==> config.mk <==
export PLATFORM = sky130hd
export DESIGN_NAME = gde_kernel
export DESIGN_NICKNAME = d
export VERILOG_FILES = /design/src/hdl/gde_pkg.sv /design/src/hdl/gde_kernel.sv
export SDC_FILE = /design/constraint.sdc
export NUM_CORES = 1
export LEC_CHECK = 0
export BUFFER_PORTS_ARGS = -buffer_cell sky130_fd_sc_hd__clkbuf_2
export CAP_MARGIN = 5
export CORE_MARGIN = 2
export CORE_UTILIZATION = 55
export DETAILED_ROUTE_END_ITERATION = 10
export MAX_ROUTING_LAYER = met4
export PLACE_DENSITY = 0.8
export SLEW_MARGIN = 20
export SYNTH_ARGS = -nofsm -noshare
export SYNTH_HDL_FRONTEND = slang
export SYNTH_SLANG_ARGS = --single-unit
export TNS_END_PERCENT = 30
==> constraint.sdc <==
create_clock -name vclk -period 22.2
set_input_delay 3.33 -clock vclk [all_inputs]
set_output_delay 3.33 -clock vclk [all_outputs]
set_load 0.05 [all_outputs]
==> src/hdl/gde_pkg.sv <==
package gde_pkg;

  // frame geometry limits
  localparam int MAX_WIDTH  = 1024;
  localparam int MAX_HEIGHT = 4096;
  localparam int COL_W      = $clog2(MAX_WIDTH);
  localparam int ROW_W      = $clog2(MAX_HEIGHT);

  // register and field widths
  localparam int PIX_W        = 8;
  localparam int WIDTH_REG_W  = 11;
  localparam int HEIGHT_REG_W = 13;
  localparam int THR_W        = 8;
  localparam int CFG_DATA_W   = 13;
  localparam int CFG_IDX_W    = 2;

  // register reset values
  localparam logic [WIDTH_REG_W-1:0]  IMAGE_WIDTH_RST    = WIDTH_REG_W'(640);
  localparam logic [HEIGHT_REG_W-1:0] IMAGE_HEIGHT_RST   = HEIGHT_REG_W'(480);
  localparam logic [THR_W-1:0]        EDGE_THRESHOLD_RST = THR_W'(20);

  // register indexes
  typedef enum logic [CFG_IDX_W-1:0] {
    CFG_IMAGE_WIDTH    = 2'd0,
    CFG_IMAGE_HEIGHT   = 2'd1,
    CFG_EDGE_THRESHOLD = 2'd2
  } cfg_idx_t;

  typedef logic [PIX_W-1:0] pixel_t;

  // 3x3 neighbourhood, entry 3*row+col, row 0 at the top
  typedef logic [8:0][PIX_W-1:0] win_t;

  // position of one item and what it will emit
  typedef struct packed {
    logic [COL_W-1:0] col;
    logic [ROW_W-1:0] res_row;
    logic [COL_W-1:0] res_col;
    logic             emit;
    logic             last;
  } pos_t;

endpackage

==> src/hdl/gde_kernel.sv <==
module gde_kernel (
  input  gde_pkg::win_t                 win,
  input  logic [gde_pkg::THR_W-1:0]     threshold,
  output logic                          edge_res
);

  localparam int PW = gde_pkg::PIX_W;
  localparam int GW = PW + 3;
  localparam int AW = PW + 2;
  localparam int SW = 2 * AW;
  localparam int TW = SW + 2;

  logic signed [GW-1:0] sp [9];
  logic signed [GW-1:0] fx, fy;
  logic [AW-1:0]        ax, ay;
  logic [SW-1:0]        sqx, sqy;
  logic [TW-1:0]        sqx3, sqy3;
  logic                 take_x, take_y;
  logic [3:0]           ia;
  gde_pkg::pixel_t      pa, pb, diff;

  // gradients of the window
  always_comb begin
    for (int k = 0; k < 9; k++) begin
      sp[k] = signed'(GW'(win[k]));
    end
    fy = (sp[0] - sp[6]) + ((sp[1] - sp[7]) <<< 1) + (sp[2] - sp[8]);
    fx = (sp[2] - sp[0]) + ((sp[5] - sp[3]) <<< 1) + (sp[8] - sp[6]);
  end

  // direction test: step along an axis when 3*g^2 >= other^2
  always_comb begin
    ax     = fx[GW-1] ? AW'(-fx) : AW'(fx);
    ay     = fy[GW-1] ? AW'(-fy) : AW'(fy);
    sqx    = ax * ax;
    sqy    = ay * ay;
    sqx3   = {1'b0, sqx, 1'b0} + TW'(sqx);
    sqy3   = {1'b0, sqy, 1'b0} + TW'(sqy);
    take_x = (sqx3 >= TW'(sqy)) && (fx != '0);
    take_y = (sqy3 >= TW'(sqx)) && (fy != '0);
  end

  // neighbour at +(dy,dx); the opposite one mirrors through the centre
  always_comb begin
    ia = 4'd4;
    if (take_y) begin
      ia = fy[GW-1] ? ia - 4'd3 : ia + 4'd3;
    end
    if (take_x) begin
      ia = fx[GW-1] ? ia - 4'd1 : ia + 4'd1;
    end
    pa       = win[ia];
    pb       = win[4'd8 - ia];
    diff     = (pa > pb) ? pa - pb : pb - pa;
    edge_res = ((fx != '0) || (fy != '0)) && (diff > threshold);
  end

endmodule

==> reports/summary.txt <==
RUN STATUS
------------------------------------------------------------------------------
Result of the run                                                 complete, but fails checks
Failing checks                                                    negative setup slack

GLOBAL ROUTING
------------------------------------------------------------------------------
Total gr overflow                                                            0
Antenna violations before repair                                             3
Total global routing track utilization                                   0.361
Wire length of the first global-routing pass                          80100 µm
Pin count of the biggest net entering global routing                        34
Number of global-route vias before repair                                16800

DIE
------------------------------------------------------------------------------
Number of rows created at floorplan                                         59
Chip Width                                                              166 µm
Die ar.                                                              27500 µm²
Initial Utilization                                                      0.557
Chip height                                                             166 µm
Top-level port count                                                        81
Core area                                                            25900 µm²

ROUTE
------------------------------------------------------------------------------
Post-route ant nets                                                          0
Detailed Route Iter0 Violations                                           1121
Vias after detailed routing                                              15800
Final routed DRC violation total                                             0
DR pass1 iterations                                                          6
Sum of routed wire length over all layers                             49100 µm
Wirelength per Cell                                                    18.0 µm
Vias per cell                                                             5.78

PLACE
------------------------------------------------------------------------------
Post-DP HPWL                                                          42300 µm
Global placement routability congestion                                   1.05
Number of input and output port buffers inserted                            81
Pre-CTS WS                                                           -0.906 ns

STA
------------------------------------------------------------------------------
Worst-case setup margin in the final layout                          -0.573 ns
Final period util                                                         1.03
Unrepaired setup endpoints after global routing                           true
Fin crit period                                                       22.77 ns
Slew at the pin closest to its max-slew limit                         0.907 ns
Number of failing setup endpoints in the final timing report                 1
Highest attainable clock frequency                                  0.0439 GHz
Tightest slew margin relative to the limit                               0.392
Setup TNS after final layout                                         -0.573 ns
Worst hold-check slack                                                 7.36 ns
Number of pins with negative max-slew slack in the final report              0
Final number of hold-violating endpoints                                     0

SETUP PATH
------------------------------------------------------------------------------
Kind of end point of the critical path                            primary output
Max Fanout on Critical Path                                                  6
Longest individual stage delay on the worst path                       0.54 ns
Max stage delay cell, worst path                                          fa_1
Type of element launching the critical path                         input port
Arrival time worst endpoint                                           19.44 ns
Required arrival time at the worst endpoint                           18.87 ns
Most frequent cell on the critical path                                o21ai_1
Kind of critical path                                             input port to primary output

FINISH
------------------------------------------------------------------------------
Total of clock buffers placed in the layout                                  0
Fill cell instance count of the final layout                              1864
NumNets Final                                                             2868
Most frequent cells in the layout                                 buf_4 (469), inv_1 (298), ha_1 (247), nor2_1 (136), fa_1 (121)
Share of post-route cells with drive strength above 1                    0.305
Sequential cell area                                                     0 µm²
Seq cells                                                                    0
Core utilization of the finished layout                                  0.754
Synthesis-to-layout area growth                                          35.5%
Most common cell after layout, fill and taps aside                       buf_4
Area of combinational cells with multiple inputs                     13800 µm²

SYNTH
------------------------------------------------------------------------------
Count of mapped cells out of synthesis                                    1877
Post-Synthesis Net Count                                                  2347
Netlist area before placement                                        14400 µm²
Share of synthesized area occupied by flip-flops and latches                 0
Number of synthesis warnings                                                 0
Synth cell types                                                            92
Avg Cell Area, Syn                                                    7.69 µm²

RUN
------------------------------------------------------------------------------
Reported max-cap violation count                                             0

HOLD PATH
------------------------------------------------------------------------------
Hold-critical path endpoint                                           edge_res
Hold wc startpoint                                                threshold[0]
Hold depth                                                                   6
Path category of the worst min-delay check                        input port to primary output

CLOCK TREE
------------------------------------------------------------------------------
Post-CTS Hold Buffers                                                        0

worst max-delay path: cells and delay by family:
family / cells / cell delay, ns
compound gates: 35 / 4.81
xor+xnor: 5 / 0.72
fa+ha+maj: 16 / 5.89
buf+inv: 12 / 1.36
mux: 2 / 0.58
simple gates: 19 / 2.75
Yosys cell counts, types with 15 or more instances:
cell type    n  area share
xnor2_1     80       0.049
a211oi_1    16      0.0083
xor2_1      55       0.033
a21o_1      66       0.034
clkbuf_1    24      0.0062
o21ai_0     87       0.030
inv_1      312       0.081
mux2i_1     29       0.020
nor2_1     146       0.038
a21oi_1    127       0.044
a31oi_1     24       0.010
o21bai_1    16      0.0083
nand2_1     92       0.024
nand3_1     33       0.011
ha_1       265        0.23
nor2b_1     30       0.013
o22ai_1     16      0.0069
and2_1      15      0.0065
nor3_1      47       0.016
fa_1       125        0.17
nand2b_1    53       0.023
area by class of cell:
cell class         instances  area share
diodes                     3    0.000384
inverters                314      0.0609
multi-input cells       1523       0.708
well taps                335      0.0214
repair buffers           559       0.209
worst max path at each step:
stage / startpoint / endpoint / slack [ns] / cells after the start
after detailed placement: win[1] / edge_res / -0.91 / 90
after floorplan: win[16] / edge_res / -0.19 / 94
final: win[1] / edge_res / -0.57 / 89
after global placement: win[1] / edge_res / -0.36 / 89
after global routing: win[0] / edge_res / -1.41 / 88
after CTS: win[1] / edge_res / -0.07 / 91
metal layers:
metal,share of wire,GRT usage,vias to the layer above
met3,0.051,0.0350,177
met1,0.38,0.390,7549
met4,0.071,0.213,0
met5,0,-,-
met2,0.50,0.644,566
li1,-,-,7502
through the flow:
stage                     instances  cell area (µm²)
after CTS                      2726            19400
after global placement         2706            19000
final                          2734            19500
after global routing           2734            19500
after floorplan                1877            15000
after detailed placement       2706            19000
cell families (layout without fill, tap and decap cells):
kind of cell,after synthesis,in the layout,share of synthesized area
and+or+nand+nor,465,465,0.157
adders and majority gates,392,392,0.405
muxes,34,34,0.0242
AOI/OAI and AO/OA,492,492,0.230
xor gates and xnor gates,140,140,0.0903
other,0,3,0
buffers and inverters,354,873,0.0941
repair_timing:
item | in CTS | in global routing
gates resized for setup | 65 | 15
buffers inserted | 18 | 5
gates cloned | 2 | 0
endpoints found under the setup margin | 1 | 1
pin swaps | 44 | 16
Power is not shown: default switching activity piles up to over one toggle a cycle in this logic, so the estimate is an artifact.
