File: config.mk
export PLATFORM = sky130hd
export DESIGN_NAME = gde_pos
export DESIGN_NICKNAME = d
export VERILOG_FILES = /design/src/hdl/gde_pkg.sv /design/src/hdl/gde_pos.sv
export SDC_FILE = /design/constraint.sdc
export NUM_CORES = 1
export LEC_CHECK = 0
export ABC_AREA = 1
export BUFFER_PORTS_ARGS = -buffer_cell sky130_fd_sc_hd__buf_2
export CORE_ASPECT_RATIO = 0.9
export CORE_MARGIN = 2
export CORE_UTILIZATION = 40
export CTS_BUF_LIST = sky130_fd_sc_hd__clkbuf_4
export DETAILED_ROUTE_END_ITERATION = 8
export MAX_ROUTING_LAYER = met4
export PLACE_DENSITY = 0.69
export SYNTH_ARGS = -nofsm -noshare
export SYNTH_HDL_FRONTEND = slang
export SYNTH_SLANG_ARGS = --single-unit
File: constraint.sdc
create_clock -name clk -period 11.35 [get_ports clk]
set_input_delay 1.135 -clock clk [delete_from_list [all_inputs] [get_ports clk]]
set_output_delay 1.135 -clock clk [all_outputs]
set_load 0.02 [all_outputs]
File: src/hdl/gde_pkg.sv
package gde_pkg;

  // frame geometry limits
  localparam int MAX_WIDTH  = 1024;
  localparam int MAX_HEIGHT = 4096;
  localparam int COL_W      = $clog2(MAX_WIDTH);
  localparam int ROW_W      = $clog2(MAX_HEIGHT);

  // register and field widths
  localparam int PIX_W        = 8;
  localparam int WIDTH_REG_W  = 11;
  localparam int HEIGHT_REG_W = 13;
  localparam int THR_W        = 8;
  localparam int CFG_DATA_W   = 13;
  localparam int CFG_IDX_W    = 2;

  // register reset values
  localparam logic [WIDTH_REG_W-1:0]  IMAGE_WIDTH_RST    = WIDTH_REG_W'(640);
  localparam logic [HEIGHT_REG_W-1:0] IMAGE_HEIGHT_RST   = HEIGHT_REG_W'(480);
  localparam logic [THR_W-1:0]        EDGE_THRESHOLD_RST = THR_W'(20);

  // register indexes
  typedef enum logic [CFG_IDX_W-1:0] {
    CFG_IMAGE_WIDTH    = 2'd0,
    CFG_IMAGE_HEIGHT   = 2'd1,
    CFG_EDGE_THRESHOLD = 2'd2
  } cfg_idx_t;

  typedef logic [PIX_W-1:0] pixel_t;

  // 3x3 neighbourhood, entry 3*row+col, row 0 at the top
  typedef logic [8:0][PIX_W-1:0] win_t;

  // position of one item and what it will emit
  typedef struct packed {
    logic [COL_W-1:0] col;
    logic [ROW_W-1:0] res_row;
    logic [COL_W-1:0] res_col;
    logic             emit;
    logic             last;
  } pos_t;

endpackage

File: src/hdl/gde_pos.sv
module gde_pos (
  input  logic                               clk,
  input  logic                               rst_n,
  input  logic                               advance,
  input  logic                               frame_start,
  input  logic [gde_pkg::WIDTH_REG_W-1:0]    image_width,
  input  logic [gde_pkg::HEIGHT_REG_W-1:0]   image_height,
  output gde_pkg::pos_t                      pos
);

  localparam int CW = gde_pkg::COL_W;
  localparam int RW = gde_pkg::ROW_W;
  localparam int WW = gde_pkg::WIDTH_REG_W;
  localparam int HW = gde_pkg::HEIGHT_REG_W;

  logic [CW-1:0] col_count_r, col_count_nxt;
  logic [RW-1:0] row_count_r, row_count_nxt;
  logic [WW-1:0] w;
  logic [HW-1:0] h;
  logic [CW-1:0] c0, c;
  logic [RW-1:0] r0, r;
  logic          col_last, row_last;

  // working frame size, clamped to the supported range
  always_comb begin
    if (image_width < WW'(3)) begin
      w = WW'(3);
    end else if (image_width > WW'(gde_pkg::MAX_WIDTH)) begin
      w = WW'(gde_pkg::MAX_WIDTH);
    end else begin
      w = image_width;
    end
    if (image_height < HW'(3)) begin
      h = HW'(3);
    end else if (image_height > HW'(gde_pkg::MAX_HEIGHT)) begin
      h = HW'(gde_pkg::MAX_HEIGHT);
    end else begin
      h = image_height;
    end
  end

  // position of this item: frame start, then wrap past a shrunken size
  always_comb begin
    c0 = frame_start ? '0 : col_count_r;
    r0 = frame_start ? '0 : row_count_r;
    c  = (WW'(c0) >= w) ? '0 : c0;
    r  = (HW'(r0) >= h) ? '0 : r0;
    col_last = ((WW'(c) + WW'(1)) == w);
    row_last = ((HW'(r) + HW'(1)) == h);
  end

  // next position
  always_comb begin
    if (col_last) begin
      col_count_nxt = '0;
      row_count_nxt = row_last ? '0 : r + RW'(1);
    end else begin
      col_count_nxt = c + CW'(1);
      row_count_nxt = r;
    end
  end

  always_ff @(posedge clk) begin
    if (!rst_n) begin
      col_count_r <= '0;
      row_count_r <= '0;
    end else if (advance) begin
      col_count_r <= col_count_nxt;
      row_count_r <= row_count_nxt;
    end
  end

  // result tag for the window centre
  always_comb begin
    pos.col     = c;
    pos.res_row = r - RW'(1);
    pos.res_col = c - CW'(1);
    pos.emit    = (r >= RW'(2)) && (c >= CW'(2));
    pos.last    = row_last && col_last;
  end

endmodule

==> run summary <==
Pleak: 0.00224 uW
hold buffers post-CTS: 0
WL/cell: 14.7 um
max-slew violations: 0
top post-synthesis cells by area: nand2_1 (17%), dfxtp_1 (11%), inv_1 (11%)
core area: 9250 um^2
Final WS setup: 4340 ps
Worst VDD drop: 0.0716 mV
CP max FO: 22
Final Wtd Congestion: 1.01
Yosys warning total: 0
top-count cell post-synth: nand2_1
Die ar.: 10,400 um^2
placed cell area: 4220 um^2
Placement Setup Slack: 4420 ps
Distinct cells, synth: 43
Clock Path Buffers: 2
largest family of logic cells by synthesized area: simple AND/OR/NAND/NOR gates
fraction of the mapped netlist area in simple logic gates: 51.5%
CP Data Arrival Time: 5880 ps
max_cap viols: 0
Max Clock Freq: 143 MHz
WL final: 12.6 mm
DP HPWL: 10.5 mm
CTS tree: yes
first-pass GRT wire length: 20.5 mm
post-synth top area cell: nand2_1
post-synthesis xor/xnor area fraction: 5.10%
CP max stage cell: nand3_2
Num Clock Sinks: 22
CTS buffer count: 3
Synth Register Bits: 22
Chip Width: 107 um
# Post-CTS Setup Buffers: 0
WL met2: 4.99 mm
Slew headroom: 51.8%
number of remaining DRC errors: 0
RSZ-0062 raised after global routing: false
antenna-violating nets left: 0
most numerous cell on the critical path: nor2_1
Finished Cell Area: 4270 um^2
share of cells above drive strength 1: 16.4%
Worst setup EP type: output pin
First DRT Iteration DRCs: 372
worst min path class: register to register
H-tree levels: 1
Setup Skew: 8.16 ps
grt total ovfl: 0
Final Hold Viols: 0
WL met1: 6.23 mm
n_diodes: 0
Avg Inst Size Synth: 5.63 um^2
top sig layer: met4
critical path class: primary input to output pin
Layout area overhead: 10.9%
Fill cells: 1,015
setup TNS: 0 ps
async set or reset register ratio after synthesis: 0%
Initial Util: 41.7%
Final nets: 789
antenna violations before repair: 0
number of global-route vias before repair: 4,059
Synth top cells by count: nand2_1 (171), inv_1 (112), nor2_1 (86)
CP peak stage delay: 460 ps
DR vias: 4,559
status: finished clean
clk slew on worst S/H paths: 130 ps
drt via density: 5.33
sequential-to-total area share from yosys stat: 11.4%
final setup vio count: 0
Synth top area share: 16.7%
Required @ worst endpoint: 10,220 ps
post_cts resized: 0
Gate Count Post-Synth: 684
Post-Synthesis Cell Area: 3850 um^2
Post-Synth Adder-Cell Area: 8.77%
metal3 WL: 1.16 mm
root buffer selected by CTS: clkbuf_4
Row Count: 33
I/O Pins: 62
Post-synth EDFFs: 0
Worst Max-Slew Pin Slew: 723 ps
Net Count, Synth: 739
mux cell area share after synthesis: 0%
min Tclk post-route: 7010 ps
cell area power density: 60.7 nW/um^2
compound-gate portion of the synthesized area: 8.90%
later-pin clock latency in the skew report: 310 ps
Initial DRT Pass Iterations: 5
IO Port Bufs: 61
startpoint types: primary input
pin count of the biggest net entering global routing: 26
Total GRT Usage: 24.9%
Die Y-Extent: 97.1 um
Most used DFF post-synth: dfxtp_1
Final Cycle Share: 61.8%
==> layer usage <==
| metal | global-route usage [%] | vias to the layer above |
|---|---|---|
| met3 | 4.63 | 21 |
| met2 | 33.2 | 192 |
| met1 | 38.8 | 2061 |
| met4 | 4.24 | 0 |
| met5 | - | - |
| li1 | - | 2285 |
==> cell usage in the layout (no fill, tap or decap), types with 2 or more instances in the layout <==
cell / count
a21oi_1: 45
inv_2: 5
nor2_1: 86
nor4_1: 3
nor3_1: 11
nand2_4: 3
nor3b_1: 2
clkbuf_4: 3
nand4_2: 2
nor2_4: 5
nand3b_1: 3
nor2_2: 10
nand4_1: 32
nand2_2: 10
dfxtp_1: 22
o21ai_0: 16
xnor2_1: 2
nand3_1: 59
xor2_1: 16
buf_2: 61
clkinv_2: 3
nand3_2: 6
inv_1: 112
nor3_2: 3
ha_1: 27
nand2_1: 171
==> kinds of logic after synthesis <==
kind of cell | after synthesis
fa+ha+maj | 27
flops | 22
buf+inv | 137
simple gates | 412
compound gates | 66
xor+xnor | 20
==> through the flow <==
step / hold WS, ps / power [uW] / util, % / std cells
detailed placement: 457 / 197 / 45.6 / 851
global route: 500 / 279 / 46.2 / 855
global placement: 453 / 196 / 45.6 / 851
CTS: 477 / 260 / 46.2 / 855
floorplan: 442 / 164 / - / 684
finish: 476 / 259 / 46.2 / 855
==> layout make-up <==
cell class	instances	area [um^2]	share of cell area (%)
clock buffers	3	22.5	0.527
clock inverters	1	30.0	0.703
inverters	121	460	10.8
multi-input cells	525	2860	67.0
flip-flops and latches	22	440	10.3
well taps	122	153	3.57
repair buffers	61	305	7.14
==> flip-flops by register name, summed over array words and instances, names as in the netlist <==
register     flops
col_count_r     10
row_count_r     12
==> final timing paths <==
path	start	to	slack [ps]	depth (start not counted)
max	image_width[9]	pos[0]	4340	32
min	col_count_r[8]	col_count_r[8]	480	2
max reg2reg	col_count_r[1]	col_count_r[2]	6720	27
min reg2reg	col_count_r[8]	col_count_r[8]	480	2
==> worst max-delay path, delay by kind of cell <==
family                   cells  cell delay, ps
AND/OR/NAND/NOR             22            3090
buffers and inverters        7             750
adder cells (fa/ha/maj)      2             710
AO/OA/AOI/OAI                1             160
==> report_power, final <==
group	total (uW)	internal (uW)	switching [uW]
combinational	116	36.5	79.6
sequential	81.7	79.9	1.79
clock	61.6	35.7	25.9
total	259	152	107
Power figures use the tool's default switching activity.
